`config.mk`:
```
export PLATFORM = sky130hd
export DESIGN_NAME = rtt_gradient_window_control_core_flat
export DESIGN_NICKNAME = d
export VERILOG_FILES = /design/src/rtl/core/rttgw_pkg.sv /design/src/rtl/core/rttgw_if.sv /design/src/rtl/core/rttgw_ctrl.sv /design/src/rtl/core/rttgw_dp.sv /design/src/rtl/core/rtt_gradient_window_control_core.sv /design/src/flat_wrapper.sv
export VERILOG_INCLUDE_DIRS = /design/src /design/src/rtl/core
export SDC_FILE = /design/constraint.sdc
export NUM_CORES = 2
export LEC_CHECK = 0
export ABC_AREA = 1
export BUFFER_PORTS_ARGS = -buffer_cell sky130_fd_sc_hd__buf_2
export CAP_MARGIN = 5
export CORE_AREA = 2 2 320 322
export CTS_BUF_LIST = sky130_fd_sc_hd__clkbuf_8 sky130_fd_sc_hd__clkbuf_16
export CTS_CLUSTER_SIZE = 14
export DETAILED_ROUTE_END_ITERATION = 16
export DIE_AREA = 0 0 322 324
export HOLD_SLACK_MARGIN = 0.03
export PLACE_DENSITY = 0.84
export SYNTH_ARGS = -nofsm -noshare
export SYNTH_HDL_FRONTEND = slang
export SYNTH_SLANG_ARGS = --single-unit
```
`constraint.sdc`:
```
create_clock -name clk -period 6.5 [get_ports clk]
set_input_delay 0.325 -clock clk [delete_from_list [all_inputs] [get_ports clk]]
set_output_delay 0.325 -clock clk [all_outputs]
set_load 0.02 [all_outputs]
```
`src/rtl/core/assert_macros.svh`:
```
// assertion helpers shared by the rtl
`ifndef ASSERT_MACROS_SVH
`define ASSERT_MACROS_SVH

// same-cycle implication, held off during reset
`define RTTGW_ASSERT_NOW(label, clk, rst_n, ante, cons, msg) \
  label: assert property (@(posedge clk) disable iff (!rst_n) (ante) |-> (cons)) \
    else $error(msg);

// next-cycle implication, held off during reset
`define RTTGW_ASSERT_NEXT(label, clk, rst_n, ante, cons, msg) \
  label: assert property (@(posedge clk) disable iff (!rst_n) (ante) |=> (cons)) \
    else $error(msg);

`endif

```
`src/rtl/core/rttgw_pkg.sv`:
```
`default_nettype none
package rttgw_pkg;

  localparam int RTT_W     = 32;
  localparam int WIN_W     = 16;
  localparam int GAIN_W    = 17;
  localparam int SD_W      = 48;
  localparam int CREDIT_W  = 21;
  localparam int BOOST_W   = 16;
  localparam int MUL_A_W   = SD_W + 1;
  localparam int MUL_W     = MUL_A_W + GAIN_W;
  localparam int MUL_STEPS = GAIN_W;
  localparam int DIV_STEPS = SD_W - 1;
  localparam int CNT_W     = 6;
  localparam int CFG_ADDR_W = 4;
  localparam int CFG_DATA_W = 32;

  localparam logic [WIN_W-1:0]   INIT_WINDOW       = 16'd10;
  localparam logic [BOOST_W-1:0] BOOST_MAX         = 16'hFFFF;
  localparam logic [GAIN_W-1:0]  GAIN_ONE          = 17'h10000;
  localparam logic [RTT_W-1:0]   DELAY_LIMIT_RESET = 32'd100;
  localparam logic [GAIN_W-1:0]  EWMA_RESET        = 17'd8192;
  localparam logic [GAIN_W-1:0]  DECR_RESET        = 17'd52429;

  typedef enum logic [1:0] {
    REG_DELAY_LIMIT = 2'd0,
    REG_EWMA        = 2'd1,
    REG_DECR        = 2'd2
  } reg_idx_t;

  typedef enum logic [3:0] {
    OP_NONE,
    OP_LOAD,
    OP_FIRST,
    OP_OUTLIER,
    OP_EWMA_START,
    OP_MUL_STEP,
    OP_SD_UPDATE,
    OP_DIV_START,
    OP_DIV_STEP,
    OP_BETA_START,
    OP_DEC_MUL,
    OP_CREDIT_INC,
    OP_CREDIT_DEC,
    OP_GROW,
    OP_SHRINK,
    OP_FIX
  } dp_op_t;

  typedef struct packed {
    dp_op_t op;
  } dp_cmd_t;

  typedef struct packed {
    logic first;
    logic outlier;
    logic sd_le_zero;
    logic mul_last;
    logic div_last;
    logic grow_more;
    logic shrink_more;
  } dp_status_t;

endpackage
`default_nettype wire

```
`src/rtl/core/rttgw_if.sv`:
```
`default_nettype none
interface rttgw_in_if import rttgw_pkg::*; ();
  logic             valid;
  logic             ready;
  logic [RTT_W-1:0] send_time;
  logic [RTT_W-1:0] ack_time;

  modport source(output valid, output send_time, output ack_time, input ready);
  modport sink(input valid, input send_time, input ack_time, output ready);
endinterface

interface rttgw_out_if import rttgw_pkg::*; ();
  logic             valid;
  logic             ready;
  logic [WIN_W-1:0] window;
  logic             outlier;
  logic             first_sample;

  modport source(output valid, output window, output outlier, output first_sample,
                 input ready);
  modport sink(input valid, input window, input outlier, input first_sample,
               output ready);
endinterface
`default_nettype wire

```
`src/rtl/core/rttgw_ctrl.sv`:
```
`default_nettype none
module rttgw_ctrl import rttgw_pkg::*; (
  input  logic       clk,
  input  logic       rst_n,
  input  logic       in_fire,
  input  logic       out_free,
  input  dp_status_t status,
  output dp_cmd_t    cmd,
  output logic       in_ready,
  output logic       out_load
);

  typedef enum logic [3:0] {
    S_IDLE,
    S_DECIDE,
    S_MUL_E,
    S_SD_UPD,
    S_CHECK,
    S_DIV,
    S_BETA,
    S_MUL_B,
    S_DEC,
    S_CRED_DEC,
    S_GROW,
    S_SHRINK,
    S_OUT
  } state_t;

  state_t state_r, state_nxt;

  always_comb begin
    state_nxt = state_r;
    cmd.op    = OP_NONE;
    out_load  = 1'b0;
    case (state_r)
      S_IDLE: begin
        if (in_fire) begin
          cmd.op    = OP_LOAD;
          state_nxt = S_DECIDE;
        end
      end
      S_DECIDE: begin
        if (status.first) begin
          cmd.op    = OP_FIRST;
          state_nxt = S_OUT;
        end else if (status.outlier) begin
          cmd.op    = OP_OUTLIER;
          state_nxt = S_OUT;
        end else begin
          cmd.op    = OP_EWMA_START;
          state_nxt = S_MUL_E;
        end
      end
      S_MUL_E: begin
        cmd.op = OP_MUL_STEP;
        if (status.mul_last) state_nxt = S_SD_UPD;
      end
      S_SD_UPD: begin
        cmd.op    = OP_SD_UPDATE;
        state_nxt = S_CHECK;
      end
      S_CHECK: begin
        if (status.sd_le_zero) begin
          cmd.op    = OP_CREDIT_INC;
          state_nxt = S_GROW;
        end else begin
          cmd.op    = OP_DIV_START;
          state_nxt = S_DIV;
        end
      end
      S_DIV: begin
        cmd.op = OP_DIV_STEP;
        if (status.div_last) state_nxt = S_BETA;
      end
      S_BETA: begin
        cmd.op    = OP_BETA_START;
        state_nxt = S_MUL_B;
      end
      S_MUL_B: begin
        cmd.op = OP_MUL_STEP;
        if (status.mul_last) state_nxt = S_DEC;
      end
      S_DEC: begin
        cmd.op    = OP_DEC_MUL;
        state_nxt = S_CRED_DEC;
      end
      S_CRED_DEC: begin
        cmd.op    = OP_CREDIT_DEC;
        state_nxt = S_GROW;
      end
      S_GROW: begin
        if (status.grow_more) cmd.op = OP_GROW;
        else                  state_nxt = S_SHRINK;
      end
      S_SHRINK: begin
        if (status.shrink_more) begin
          cmd.op = OP_SHRINK;
        end else begin
          cmd.op    = OP_FIX;
          state_nxt = S_OUT;
        end
      end
      S_OUT: begin
        if (out_free) begin
          out_load  = 1'b1;
          state_nxt = S_IDLE;
        end
      end
      default: state_nxt = S_IDLE;
    endcase
  end

  always_ff @(posedge clk) begin
    if (!rst_n) begin
      state_r <= S_IDLE;
    end else begin
      state_r <= state_nxt;
    end
  end

  assign in_ready = (state_r == S_IDLE);

endmodule
`default_nettype wire

```
`src/rtl/core/rttgw_dp.sv`:
```
`default_nettype none
module rttgw_dp import rttgw_pkg::*; #(
  parameter int MAX_WINDOW    = 65535,
  parameter int FRACTION_BITS = 16
) (
  input  logic              clk,
  input  logic              rst_n,
  input  dp_cmd_t           cmd,
  input  logic [RTT_W-1:0]  send_time,
  input  logic [RTT_W-1:0]  ack_time,
  input  logic [RTT_W-1:0]  delay_limit,
  input  logic [GAIN_W-1:0] ewma_gain,
  input  logic [GAIN_W-1:0] decrease_gain,
  output dp_status_t        status,
  output logic [WIN_W-1:0]  window,
  output logic              outlier,
  output logic              first_sample
);

  localparam int XW = RTT_W + 1 + FRACTION_BITS;
  localparam int XE = (XW > SD_W) ? XW : SD_W;
  localparam int FW = FRACTION_BITS + 1;
  localparam int BG_W = MUL_W - 16;
  localparam logic [XE-1:0] SD_MAX_E = {{(XE-SD_W+1){1'b0}}, {(SD_W-1){1'b1}}};
  localparam logic [XE-1:0] SD_MIN_E = {{(XE-SD_W+1){1'b1}}, {(SD_W-1){1'b0}}};
  localparam logic [FW-1:0] ONE_F = FW'(1) << FRACTION_BITS;
  localparam logic [DIV_STEPS-1:0] G_CAP = DIV_STEPS'(1) << (FRACTION_BITS + 16);
  localparam logic [WIN_W-1:0] MAX_WIN = WIN_W'(MAX_WINDOW);

  // architectural state
  logic [WIN_W-1:0]           window_r, window_nxt;
  logic signed [CREDIT_W-1:0] credit_r, credit_nxt;
  logic [RTT_W-1:0]           last_r, last_nxt;
  logic [RTT_W-1:0]           lowest_r, lowest_nxt;
  logic signed [SD_W-1:0]     sd_r, sd_nxt;
  logic [BOOST_W-1:0]         boost_r, boost_nxt;
  // working registers
  logic [RTT_W-1:0]           rtt_r, rtt_nxt;
  logic                       first_r, first_nxt;
  logic                       outl_r, outl_nxt;
  logic signed [MUL_W-1:0]    mc_r, mc_nxt;
  logic [GAIN_W-1:0]          mb_r, mb_nxt;
  logic signed [MUL_W-1:0]    acc_r, acc_nxt;
  logic [DIV_STEPS-1:0]       q_r, q_nxt;
  logic [RTT_W-1:0]           rem_r, rem_nxt;
  logic [CNT_W-1:0]           cnt_r, cnt_nxt;
  logic [WIN_W-1:0]           dec_r, dec_nxt;

  logic [RTT_W-1:0]           rtt_raw;
  logic [RTT_W-1:0]           lowest_min;
  logic signed [RTT_W:0]      diff;
  logic signed [XE-1:0]       x_ext;
  logic signed [SD_W-1:0]     x_sat;
  logic signed [MUL_A_W-1:0]  d_err;
  logic [GAIN_W-1:0]          alpha;
  logic [GAIN_W-1:0]          beta;
  logic signed [CREDIT_W-1:0] w_s;
  logic [RTT_W:0]             rem_sh;
  logic [BG_W-1:0]            bg;
  logic [FW-1:0]              factor;
  logic [WIN_W+FW-1:0]        dec_prod;
  logic [DIV_STEPS-1:0]       g_cap;

  assign rtt_raw    = ack_time - send_time;
  assign lowest_min = (rtt_r < lowest_r) ? rtt_r : lowest_r;
  assign diff       = $signed({1'b0, rtt_r}) - $signed({1'b0, last_r});
  assign x_ext      = XE'(diff) <<< FRACTION_BITS;
  assign x_sat      = (x_ext > $signed(SD_MAX_E)) ? SD_MAX_E[SD_W-1:0] :
                      (x_ext < $signed(SD_MIN_E)) ? SD_MIN_E[SD_W-1:0] :
                      x_ext[SD_W-1:0];
  assign d_err      = $signed({x_sat[SD_W-1], x_sat}) - $signed({sd_r[SD_W-1], sd_r});
  assign alpha      = (ewma_gain > GAIN_ONE) ? GAIN_ONE : ewma_gain;
  assign beta       = (decrease_gain > GAIN_ONE) ? GAIN_ONE : decrease_gain;
  assign w_s        = $signed({{(CREDIT_W-WIN_W){1'b0}}, window_r});
  assign rem_sh     = {rem_r, q_r[DIV_STEPS-1]};
  assign bg         = acc_r[MUL_W-1:16];
  assign factor     = (bg < {{(BG_W-FW){1'b0}}, ONE_F}) ? (ONE_F - bg[FW-1:0]) : '0;
  assign dec_prod   = window_r * factor;
  assign g_cap      = (q_r > G_CAP) ? G_CAP : q_r;

  always_comb begin
    window_nxt = window_r;
    credit_nxt = credit_r;
    last_nxt   = last_r;
    lowest_nxt = lowest_r;
    sd_nxt     = sd_r;
    boost_nxt  = boost_r;
    rtt_nxt    = rtt_r;
    first_nxt  = first_r;
    outl_nxt   = outl_r;
    mc_nxt     = mc_r;
    mb_nxt     = mb_r;
    acc_nxt    = acc_r;
    q_nxt      = q_r;
    rem_nxt    = rem_r;
    cnt_nxt    = cnt_r;
    dec_nxt    = dec_r;
    case (cmd.op)
      OP_LOAD: begin
        // zero rtt counts as one
        rtt_nxt = (rtt_raw == '0) ? RTT_W'(1) : rtt_raw;
      end
      OP_FIRST: begin
        lowest_nxt = rtt_r;
        last_nxt   = rtt_r;
        first_nxt  = 1'b1;
        outl_nxt   = 1'b0;
      end
      OP_OUTLIER: begin
        lowest_nxt = lowest_min;
        last_nxt   = rtt_r;
        boost_nxt  = BOOST_W'(1);
        window_nxt = (window_r[WIN_W-1:1] == '0) ? WIN_W'(1) : {1'b0, window_r[WIN_W-1:1]};
        credit_nxt = '0;
        first_nxt  = 1'b0;
        outl_nxt   = 1'b1;
      end
      OP_EWMA_START: begin
        lowest_nxt = lowest_min;
        last_nxt   = rtt_r;
        first_nxt  = 1'b0;
        outl_nxt   = 1'b0;
        mc_nxt     = MUL_W'(d_err);
        mb_nxt     = alpha;
        acc_nxt    = '0;
        cnt_nxt    = '0;
      end
      OP_MUL_STEP: begin
        if (mb_r[0]) acc_nxt = acc_r + mc_r;
        mc_nxt  = mc_r <<< 1;
        mb_nxt  = mb_r >> 1;
        cnt_nxt = cnt_r + CNT_W'(1);
      end
      OP_SD_UPDATE: begin
        sd_nxt = sd_r + $signed(acc_r[16 +: SD_W]);
      end
      OP_DIV_START: begin
        boost_nxt = BOOST_W'(1);
        q_nxt     = sd_r[DIV_STEPS-1:0];
        rem_nxt   = '0;
        cnt_nxt   = '0;
      end
      OP_DIV_STEP: begin
        if (rem_sh >= {1'b0, lowest_r}) begin
          rem_nxt = rem_sh[RTT_W-1:0] - lowest_r;
          q_nxt   = {q_r[DIV_STEPS-2:0], 1'b1};
        end else begin
          rem_nxt = rem_sh[RTT_W-1:0];
          q_nxt   = {q_r[DIV_STEPS-2:0], 1'b0};
        end
        cnt_nxt = cnt_r + CNT_W'(1);
      end
      OP_BETA_START: begin
        mc_nxt  = $signed({{(MUL_W-DIV_STEPS){1'b0}}, g_cap});
        mb_nxt  = beta;
        acc_nxt = '0;
        cnt_nxt = '0;
      end
      OP_DEC_MUL: begin
        dec_nxt = dec_prod[FRACTION_BITS +: WIN_W];
      end
      OP_CREDIT_INC: begin
        // credit grows by four times the boost
        credit_nxt = credit_r + $signed({{(CREDIT_W-BOOST_W-2){1'b0}}, boost_r, 2'b00});
        if (boost_r != BOOST_MAX) boost_nxt = boost_r + BOOST_W'(1);
      end
      OP_CREDIT_DEC: begin
        credit_nxt = credit_r - $signed({{(CREDIT_W-WIN_W){1'b0}}, dec_r});
      end
      OP_GROW: begin
        if (window_r >= MAX_WIN) begin
          credit_nxt = w_s - CREDIT_W'(1);
        end else begin
          window_nxt = window_r + WIN_W'(1);
          credit_nxt = credit_r - w_s - CREDIT_W'(1);
        end
      end
      OP_SHRINK: begin
        window_nxt = window_r - WIN_W'(1);
        credit_nxt = credit_r + w_s - CREDIT_W'(1);
      end
      OP_FIX: begin
        if (window_r == '0) begin
          window_nxt = WIN_W'(1);
          credit_nxt = '0;
        end
      end
      default: ;
    endcase
  end

  always_ff @(posedge clk) begin
    if (!rst_n) begin
      window_r <= INIT_WINDOW;
      credit_r <= '0;
      last_r   <= '0;
      lowest_r <= '0;
      sd_r     <= '0;
      boost_r  <= BOOST_W'(1);
      first_r  <= 1'b0;
      outl_r   <= 1'b0;
    end else begin
      window_r <= window_nxt;
      credit_r <= credit_nxt;
      last_r   <= last_nxt;
      lowest_r <= lowest_nxt;
      sd_r     <= sd_nxt;
      boost_r  <= boost_nxt;
      first_r  <= first_nxt;
      outl_r   <= outl_nxt;
    end
  end

  always_ff @(posedge clk) begin
    rtt_r <= rtt_nxt;
    mc_r  <= mc_nxt;
    mb_r  <= mb_nxt;
    acc_r <= acc_nxt;
    q_r   <= q_nxt;
    rem_r <= rem_nxt;
    cnt_r <= cnt_nxt;
    dec_r <= dec_nxt;
  end

  assign status.first       = (lowest_r == '0);
  assign status.outlier     = (rtt_r > delay_limit);
  assign status.sd_le_zero  = sd_r[SD_W-1] | (sd_r == '0);
  assign status.mul_last    = (cnt_r == CNT_W'(MUL_STEPS - 1));
  assign status.div_last    = (cnt_r == CNT_W'(DIV_STEPS - 1));
  assign status.grow_more   = (credit_r >= w_s);
  assign status.shrink_more = (window_r != '0) && (credit_r <= -w_s);

  assign window       = window_r;
  assign outlier      = outl_r;
  assign first_sample = first_r;

endmodule
`default_nettype wire

```
`src/rtl/core/rtt_gradient_window_control_core.sv`:
```
// rtt-gradient congestion window control
// in_ch takes one acknowledgement word (send_time, ack_time, wrapping ms);
// out_ch gives one word per acknowledgement: the window after it, an
// outlier flag and a first-sample flag. valid/ready on both channels.
// cfg_* is an apb-style write/read port for the outlier threshold (0x0),
// ewma_gain (0x4) and decrease_gain (0x8); pready is tied high.
// a first sample or an outlier goes straight to the output; a gradient at or
// below zero takes the ewma multiply and the credit walk; a positive gradient
// also takes the divider, a second multiply and the credit decrease.
// the 17-step shift-add multiplier (used twice) and the 47-step restoring
// divider do the arithmetic, and the credit walk moves the window by one
// per step. one word is in work at a time.
// a finished word waits in the output register; in_ch.ready rises again once
// it is loaded there, so one more word can finish behind a stalled receiver.
// reset (rst_n, synchronous) gives window 10, credit 0, no rtt sample, boost 1
// and the register reset values.
`default_nettype none
`include "assert_macros.svh"
module rtt_gradient_window_control_core import rttgw_pkg::*; #(
  parameter int MAX_WINDOW    = 65535,
  parameter int FRACTION_BITS = 16
) (
  input  logic                  clk,
  input  logic                  rst_n,
  rttgw_in_if.sink              in_ch,
  rttgw_out_if.source           out_ch,
  input  logic                  cfg_psel,
  input  logic                  cfg_penable,
  input  logic                  cfg_pwrite,
  input  logic [CFG_ADDR_W-1:0] cfg_paddr,
  input  logic [CFG_DATA_W-1:0] cfg_pwdata,
  output logic [CFG_DATA_W-1:0] cfg_prdata,
  output logic                  cfg_pready
);

  logic [RTT_W-1:0]  delay_limit_r;
  logic [GAIN_W-1:0] ewma_gain_r;
  logic [GAIN_W-1:0] decr_gain_r;
  reg_idx_t          reg_idx;
  logic              cfg_wr;

  logic              out_valid_r;
  logic [WIN_W-1:0]  out_window_r;
  logic              out_outlier_r;
  logic              out_first_r;

  dp_cmd_t           cmd;
  dp_status_t        status;
  logic              in_ready;
  logic              in_fire;
  logic              out_load;
  logic              out_free;
  logic [WIN_W-1:0]  dp_window;
  logic              dp_outlier;
  logic              dp_first;

  assign reg_idx    = reg_idx_t'(cfg_paddr[3:2]);
  assign cfg_pready = 1'b1;
  assign cfg_wr     = cfg_psel & cfg_penable & cfg_pwrite;

  always_ff @(posedge clk) begin
    if (!rst_n) begin
      delay_limit_r <= DELAY_LIMIT_RESET;
      ewma_gain_r   <= EWMA_RESET;
      decr_gain_r   <= DECR_RESET;
    end else if (cfg_wr) begin
      case (reg_idx)
        REG_DELAY_LIMIT: delay_limit_r <= cfg_pwdata;
        REG_EWMA:        ewma_gain_r   <= cfg_pwdata[GAIN_W-1:0];
        REG_DECR:        decr_gain_r   <= cfg_pwdata[GAIN_W-1:0];
        default: ;
      endcase
    end
  end

  always_comb begin
    case (reg_idx)
      REG_DELAY_LIMIT: cfg_prdata = delay_limit_r;
      REG_EWMA:        cfg_prdata = {{(CFG_DATA_W-GAIN_W){1'b0}}, ewma_gain_r};
      REG_DECR:        cfg_prdata = {{(CFG_DATA_W-GAIN_W){1'b0}}, decr_gain_r};
      default:         cfg_prdata = '0;
    endcase
  end

  assign in_ch.ready = in_ready;
  assign in_fire     = in_ch.valid & in_ready;
  assign out_free    = ~out_valid_r | out_ch.ready;

  rttgw_ctrl u_ctrl (
    .clk      (clk),
    .rst_n    (rst_n),
    .in_fire  (in_fire),
    .out_free (out_free),
    .status   (status),
    .cmd      (cmd),
    .in_ready (in_ready),
    .out_load (out_load)
  );

  rttgw_dp #(
    .MAX_WINDOW    (MAX_WINDOW),
    .FRACTION_BITS (FRACTION_BITS)
  ) u_dp (
    .clk           (clk),
    .rst_n         (rst_n),
    .cmd           (cmd),
    .send_time     (in_ch.send_time),
    .ack_time      (in_ch.ack_time),
    .delay_limit   (delay_limit_r),
    .ewma_gain     (ewma_gain_r),
    .decrease_gain (decr_gain_r),
    .status        (status),
    .window        (dp_window),
    .outlier       (dp_outlier),
    .first_sample  (dp_first)
  );

  // output word register
  always_ff @(posedge clk) begin
    if (!rst_n) begin
      out_valid_r <= 1'b0;
    end else if (out_load) begin
      out_valid_r <= 1'b1;
    end else if (out_ch.ready) begin
      out_valid_r <= 1'b0;
    end
  end

  always_ff @(posedge clk) begin
    if (out_load) begin
      out_window_r  <= dp_window;
      out_outlier_r <= dp_outlier;
      out_first_r   <= dp_first;
    end
  end

  assign out_ch.valid        = out_valid_r;
  assign out_ch.window       = out_window_r;
  assign out_ch.outlier      = out_outlier_r;
  assign out_ch.first_sample = out_first_r;

  `RTTGW_ASSERT_NOW(a_win_range, clk, rst_n, out_ch.valid, (out_ch.window != '0) && (out_ch.window <= WIN_W'(MAX_WINDOW)), "window out of range")
  `RTTGW_ASSERT_NOW(a_flags_excl, clk, rst_n, out_ch.valid, !(out_ch.outlier && out_ch.first_sample), "outlier and first sample both set")
  `RTTGW_ASSERT_NEXT(a_busy_after_accept, clk, rst_n, in_fire, !in_ready && !out_load, "accepted word not held in work")
  `RTTGW_ASSERT_NOW(a_load_free, clk, rst_n, out_load, out_free, "output register overwritten")

endmodule
`default_nettype wire
```
`src/flat_wrapper.sv`:
```
// flat-port wrapper written by rule: the top's interface ports become plain ports
module rtt_gradient_window_control_core_flat import rttgw_pkg::*;
#(
  parameter int MAX_WINDOW    = 65535,
  parameter int FRACTION_BITS = 16
)
  (clk, rst_n, cfg_psel, cfg_penable, cfg_pwrite, cfg_paddr, cfg_pwdata, cfg_prdata, cfg_pready, in_ch_valid, in_ch_send_time, in_ch_ack_time, in_ch_ready, out_ch_valid, out_ch_window, out_ch_outlier, out_ch_first_sample, out_ch_ready);
  rttgw_in_if in_ch_i ();
  rttgw_out_if out_ch_i ();
  input  logic clk;
  input  logic rst_n;
  input  logic cfg_psel;
  input  logic cfg_penable;
  input  logic cfg_pwrite;
  input  logic [CFG_ADDR_W-1:0] cfg_paddr;
  input  logic [CFG_DATA_W-1:0] cfg_pwdata;
  output logic [CFG_DATA_W-1:0] cfg_prdata;
  output logic cfg_pready;
  input wire logic [$bits(in_ch_i.valid)-1:0] in_ch_valid;
  input wire logic [$bits(in_ch_i.send_time)-1:0] in_ch_send_time;
  input wire logic [$bits(in_ch_i.ack_time)-1:0] in_ch_ack_time;
  output wire logic [$bits(in_ch_i.ready)-1:0] in_ch_ready;
  output wire logic [$bits(out_ch_i.valid)-1:0] out_ch_valid;
  output wire logic [$bits(out_ch_i.window)-1:0] out_ch_window;
  output wire logic [$bits(out_ch_i.outlier)-1:0] out_ch_outlier;
  output wire logic [$bits(out_ch_i.first_sample)-1:0] out_ch_first_sample;
  input wire logic [$bits(out_ch_i.ready)-1:0] out_ch_ready;
  assign in_ch_i.valid = in_ch_valid;
  assign in_ch_i.send_time = in_ch_send_time;
  assign in_ch_i.ack_time = in_ch_ack_time;
  assign in_ch_ready = in_ch_i.ready;
  assign out_ch_valid = out_ch_i.valid;
  assign out_ch_window = out_ch_i.window;
  assign out_ch_outlier = out_ch_i.outlier;
  assign out_ch_first_sample = out_ch_i.first_sample;
  assign out_ch_i.ready = out_ch_ready;
  rtt_gradient_window_control_core #(.MAX_WINDOW(MAX_WINDOW), .FRACTION_BITS(FRACTION_BITS)) u_core (.clk(clk), .rst_n(rst_n), .in_ch(in_ch_i), .out_ch(out_ch_i), .cfg_psel(cfg_psel), .cfg_penable(cfg_penable), .cfg_pwrite(cfg_pwrite), .cfg_paddr(cfg_paddr), .cfg_pwdata(cfg_pwdata), .cfg_prdata(cfg_prdata), .cfg_pready(cfg_pready));
endmodule
```
# Yosys cells after proc, flatten, opt, wreduce, memory -nomap -nowiden
# Index checks and enable logic that the tools add are counted.
# word_totals
ff_bits	538
inputBits	107
elab_cells	193
# op_classes
n_addsub	19
n_mul	1
magnitude_cmp	12
eq_ne	44
mux	51
bitwise	6
n_reduce_logical	36
# ops
op	n
66-bit one-hot mux with 3 select lines	1
66-bit one-hot mux with 2 select lines	1
32-bit one-hot mux with 2 select lines	2
21-bit one-hot mux with 6 select lines	1
48-bit two-way mux	2
32-bit one-hot mux with 3 select lines	1
47-bit one-hot mux with 2 select lines	1
66-bit adder	1
66-bit two-way mux	1
32-bit zero test	2
32-bit two-way mux	2
16-bit one-hot mux with 4 select lines	1
32-bit subtractor	2
4-bit == test (second input constant)	13
4-bit one-hot mux with 13 select lines	1
17-bit two-way mux	3
17-bit one-hot mux with 3 select lines	1
50-bit by 17-bit < comparator with 1-bit output (second input constant)	1
49-bit by 48-bit > comparator with 1-bit output (second input constant)	1
49-bit by 48-bit < comparator with 1-bit output (second input constant)	1
48-bit by 48-bit subtractor with 49-bit output	1
48-bit adder	1
48-bit zero test	1
16-bit two-way mux	3
other kinds (58)	124

# Logic depth before layout (Yosys ltp)
# depth
ltp_word	9
ltp_mapped	36
depth_no_buf	36

# Hierarchy
# A second synthesis with hierarchy kept.
# hier_totals
cells_unflattened	8395
area_unflattened_um2	57092.3
# by_module_without_submodules
mod	instances	cells_per_inst	area_per_inst_um2
rttgw_dp	1	7775	52828.2
rtt_gradient_window_control_core	1	519	3741.1
rttgw_ctrl	1	101	523.0

# Worst setup path before layout
# No wires, ideal clock.
# synth_path
path_kind	register to register
startpoint	register u_core.u_dp.acc_r[17]
endpoint	register u_core.u_dp.dec_r[11], data pin
setup_ps	252
t_arrival_ps	6420
t_required_ps	6248
slack_ps	-173
path_stages_with_launch	32
n_path_buf	1
synth_period_minus_slack_ps	6673
path_cell_list	edfxtp_1 > inv_1 > ha_1 > nand2_1 > nor2_1 > nand2_1 > nor2_1 > nand2_1 > nor2_1 > xor2_1 > nand2_1 > inv_1 > clkbuf_1 > nand2_1 > fa_1 > inv_1 > fa_1 > fa_1 > fa_1 > fa_1 > inv_1 > fa_1 > inv_1 > ha_1 > nand2_1 > inv_1 > a21oi_1 > o21ai_0 > a221oi_1 > nand2_1 > nand2_1 > nand2_1
# synth_via
elab_chain_len	3
word_cells_on_any_way	4
cone_classes	add/sub: 1; mul: 1; order compare: 1; mux: 1
# synth_lines
item	line	text
from (decl)	rttgw_dp.sv:43	logic signed [MUL_W-1:0] acc_r, acc_nxt;
from (signal assigned)	rttgw_dp.sv:218	acc_r <= acc_nxt;
50-bit by 17-bit < comparator with 1-bit output or 17-bit subtractor (tied branches)	rttgw_dp.sv:77	assign factor = (bg < {{(BG_W-FW){1'b0}}, ONE_F}) ? (ONE_F - bg[FW-1:0]) : '0;
17-bit two-way mux *	rttgw_dp.sv:77	
16-bit by 17-bit multiplier with 32-bit output *	rttgw_dp.sv:78	assign dec_prod = window_r * factor;
via u_core.u_dp.dec_prod[27]	rttgw_dp.sv:61	logic [WIN_W+FW-1:0] dec_prod;
to (signal assigned)	rttgw_dp.sv:222	dec_r <= dec_nxt;
to (decl)	rttgw_dp.sv:47	logic [WIN_W-1:0] dec_r, dec_nxt;
# Mark *: on every way through the listed nets, which the timed path passes. The rest lies on a longest branch.
# A chain may end at the register's enable or synchronous reset.

# Worst setup path in the final report
# layout_path
startpoint	register u_core.u_dp.acc_r[17]
endpoint	register u_core.u_dp.dec_r[14], data pin
# Same word-level chain as after synthesis.

==> results.md <==
- Initial antenna violation count: 8
- Worst hold path type: input pin to register
- Critical Path Slowest Stage Cell: fa_1
- Sequential share of power: between 15 and 20%
- Filler instances: roughly 9k
- Placed cell count: between 9k and 10k
- Clk slew on worst S/H paths: approximately 0.070 ns
- Die area: roughly 100000 µm²
- Via count: approximately 58k
- DP HPWL: around 170 mm
- Pre-CTS setup slack: -0.5032 ns
- Mapped Nets: 8697
- Tcrit/Tclk final: 107.5%
- Leakage power: 29.24 nW
- Setup ws final: -0.4884 ns
- Slowest stage delay, CP: roughly 0.55 ns
- Routed WL per cell: 21.98 µm
- TritonCTS clock tree: yes
- Hold WS: 0.05429 ns
- Placer Congestion: 1.118
- Int Pwr: 16.65 mW
- Slew headroom: between 10% and 20%
- Unrepaired setup endpoints after global routing: yes
- Share of layout cells above drive strength 1: between 10% and 20%
- Comb pwr share: roughly 72%
- Psw: approximately 21 mW
- Clock skew: between 0.04 and 0.05 ns
- Count leader, synth: nand2_1
- Final Critical Period: approximately 7 ns
- Worst skew pair latency: 0.67 ns
- Clk pwr share: a little over a tenth
- Root Driver: clkbuf_16
- Worst EP required: just under 7 ns
- Layout area overhead: 14.55%
- Final ANT Viol Nets: 0
- Drt drc: 0
- Non-filler instance count after layout: a little under 10k
- Post-synth top area cell: edfxtp_1
- Top post-synthesis cells by area: edfxtp_1 16%, ha_1 12%, nand2_1 11%
- MaxCap Viol Count: 0
- Routed WL: roughly 210 mm
- Worst Path Max Fanout: 5
- Top cells by instance count after synthesis: 1597 x nand2_1, 1218 x inv_1, 887 x nor2_1
- Post-synthesis cell count: approximately 7.8k
- Cts bufs inserted: between 60 and 70
- # rows: approximately 120
- Status: complete, but fails checks
- Global-route wire length before repair: 318.5 mm
- Number of synthesized flops with an enable pin: 300
- Nets: between 9k and 10k
- Vias in the first global route: approximately 55k
- All-Layer GR Usage: between 30% and 40%
- Post-Synthesis Cell Area: 55070 µm²
- Register area share after synthesis: about a quarter
- Synth unique cells: 68
- Syn_area_per_cell: between 7 and 8 µm²
- Critical path data arrival time: roughly 7.4 ns
- Drt pass-1 iters: 8
- Share of the synthesized area in the top cell type: roughly 16%
- Count of pins over their slew limit: 0
- Crit. End Element: register
- Asr flop ratio synth: 0%
- Failing checks: negative setup slack
- Initial core utilization: 54.52%
- # IOs: 160
- Pwr per Cell Area: just over 600 nW/µm²
- CTS sink cnt: between 500 and 600
- Type of origin of the critical path: register
- Final core occ: between 60% and 70%
- CTS H-tree lvls: 3
- FMAX: around 140 MHz
- Port Buffers: 156
- Core Area: 101000 µm²
- Grt ovf: 0
- Measured slew at the worst slew-check pin: 1.297 ns
- Critical path class: register to register
- Vias/cell: around 6
- Die Ht: between 300 and 400 µm
- Largest net degree at the start of global routing: approximately 100
- DRT iter0 DRCs: between 6k and 7k
- Max IR drop VDD: between 0.6 and 0.7 mV
- Die Wd: 322 µm
- Dominant synthesized flop cell: edfxtp_1
- Reg-to-reg slack, setup: -0.49 ns
- Sw frac: 56.25%
- Post-synthesis register bit count: approximately 540
- Final Hold Vio Count: 0
- Clock buffer depth: 3
- YS warnings: 0
- Final setup violation count: 16
-- stage by stage --
stage | setup TNS (ns) | power [mW] | area (µm²)
after global routing | -8.565 | 40.49 | 63070
after global placement | -4.995 | 32.27 | 59070
final | -4.372 | 38.06 | 63080
after floorplan | -0.003259 | 23.94 | 55160
after detailed placement | -6.370 | 32.71 | 59070
after CTS | -1.321 | 36.83 | 62450
-- cell families (layout without fill, tap and decap cells) --
group           Yosys count  in the layout  share of synthesized area, %
simple gates           3163           3163                         23.82
compound gates         1710           1710                         17.36
buf+inv                1423           1903                         9.870
fa+ha+maj               763            763                         20.29
flops                   538            538                         25.01
xor+xnor                229            229                         3.642
other cells               1              7                      0.006810
-- power by group through the flow --
stage	clock network [mW]	registers [mW]	logic, mW
floorplan	0	6.22	17.7
global placement	0	6.59	25.7
detailed placement	0	6.61	26.1
CTS	3.96	6.56	26.3
global route	4.08	6.66	29.7
finish	3.95	6.62	27.5
-- registers in the layout, indices dropped and copies added (netlist names), 6 cells and up --
name,count
u_core.u_dp.acc_r,66
u_core.u_dp.mc_r,66
u_core.u_dp.sd_r,48
u_core.u_dp.q_r,47
u_core.delay_limit_r,32
u_core.u_dp.last_r,32
u_core.u_dp.lowest_r,32
u_core.u_dp.rem_r,32
u_core.u_dp.rtt_r,32
u_core.u_dp.credit_r,21
u_core.decr_gain_r,17
u_core.ewma_gain_r,17
u_core.u_dp.mb_r,17
u_core.out_ch.window,16
u_core.u_dp.boost_r,16
u_core.u_dp.dec_r,16
u_core.u_dp.window,16
u_core.u_dp.cnt_r,6
-- cells in the final DEF, fill, tap and decap left out, types with 13 or more instances in the layout --
cell           count
a21boi_0          17
a21o_1            49
a21oi_1          722
a21oi_2           24
a31oi_1           74
buf_2            155
buf_4            324
buf_6             19
clkbuf_16         73
clkinv_1          15
dfxtp_1          238
dlygate4sd3_1     29
edfxtp_1         300
fa_1             206
ha_1             528
ha_4              18
inv_1           1179
inv_2             59
nand2_1         1561
nand2_2           29
nand2_4           13
nand3_1          352
nand4_1           87
nor2_1           856
nor2_2            24
nor3_1            79
nor4_1            51
o211ai_1          67
o21a_1            32
o21ai_0          525
o21ai_1           23
o21bai_1          45
o221ai_1          29
o22ai_1           17
or2_2             44
xnor2_1           77
xor2_1           151
-- final timing paths --
check,endpoint,depth (start not counted),from
min,u_core.ewma_gain_r[9],3,cfg_pwdata[9]
min reg2reg,u_core.out_ch.first_sample,0,u_core.u_dp.first_sample
max,u_core.u_dp.dec_r[14],33,u_core.u_dp.acc_r[17]
max reg2reg,u_core.u_dp.dec_r[14],33,u_core.u_dp.acc_r[17]
-- final cells by class --
| type | instances | area (µm²) | area share, % |
|---|---|---|---|
| clock inverters | 45 | 365.4 | 0.5792 |
| clock buffers | 80 | 1923 | 3.049 |
| inverters | 1244 | 4697 | 7.446 |
| repair buffers | 534 | 3852 | 6.107 |
| multi-input cells | 5866 | 36820 | 58.37 |
| well taps | 1309 | 1638 | 2.596 |
| flip-flops and latches | 538 | 13770 | 21.83 |
| diodes | 6 | 15.01 | 0.02380 |
-- critical path: cells and delay by family, from the launching register on --
| kind | cells | cell delay, ns |
|---|---|---|
| simple gates | 13 | 1.52 |
| compound gates | 4 | 0.90 |
| flops | 1 | 0.42 |
| fa+ha+maj | 7 | 3.07 |
| buf+inv | 9 | 0.83 |
-- repair_timing --
action	CTS	global route
buffers inserted	41	28
setup endpoints to repair	16	16
endpoints found under the hold margin	50	0
resized for setup	128	133
gates cloned	0	0
hold buffers	29	0
pin swaps	77	96
-- layer usage --
| metal | part of all wire [%] | up-vias | global-route usage [%] |
|---|---|---|---|
| li1 | - | 26820 | - |
| met1 | 40 | 27050 | 51.78 |
| met2 | 42 | 3385 | 60.63 |
| met3 | 12 | 687 | 10.68 |
| met4 | 6.0 | 10 | 20.98 |
| met5 | 0.032 | - | 0 |
(Power assumes the default switching activity.)
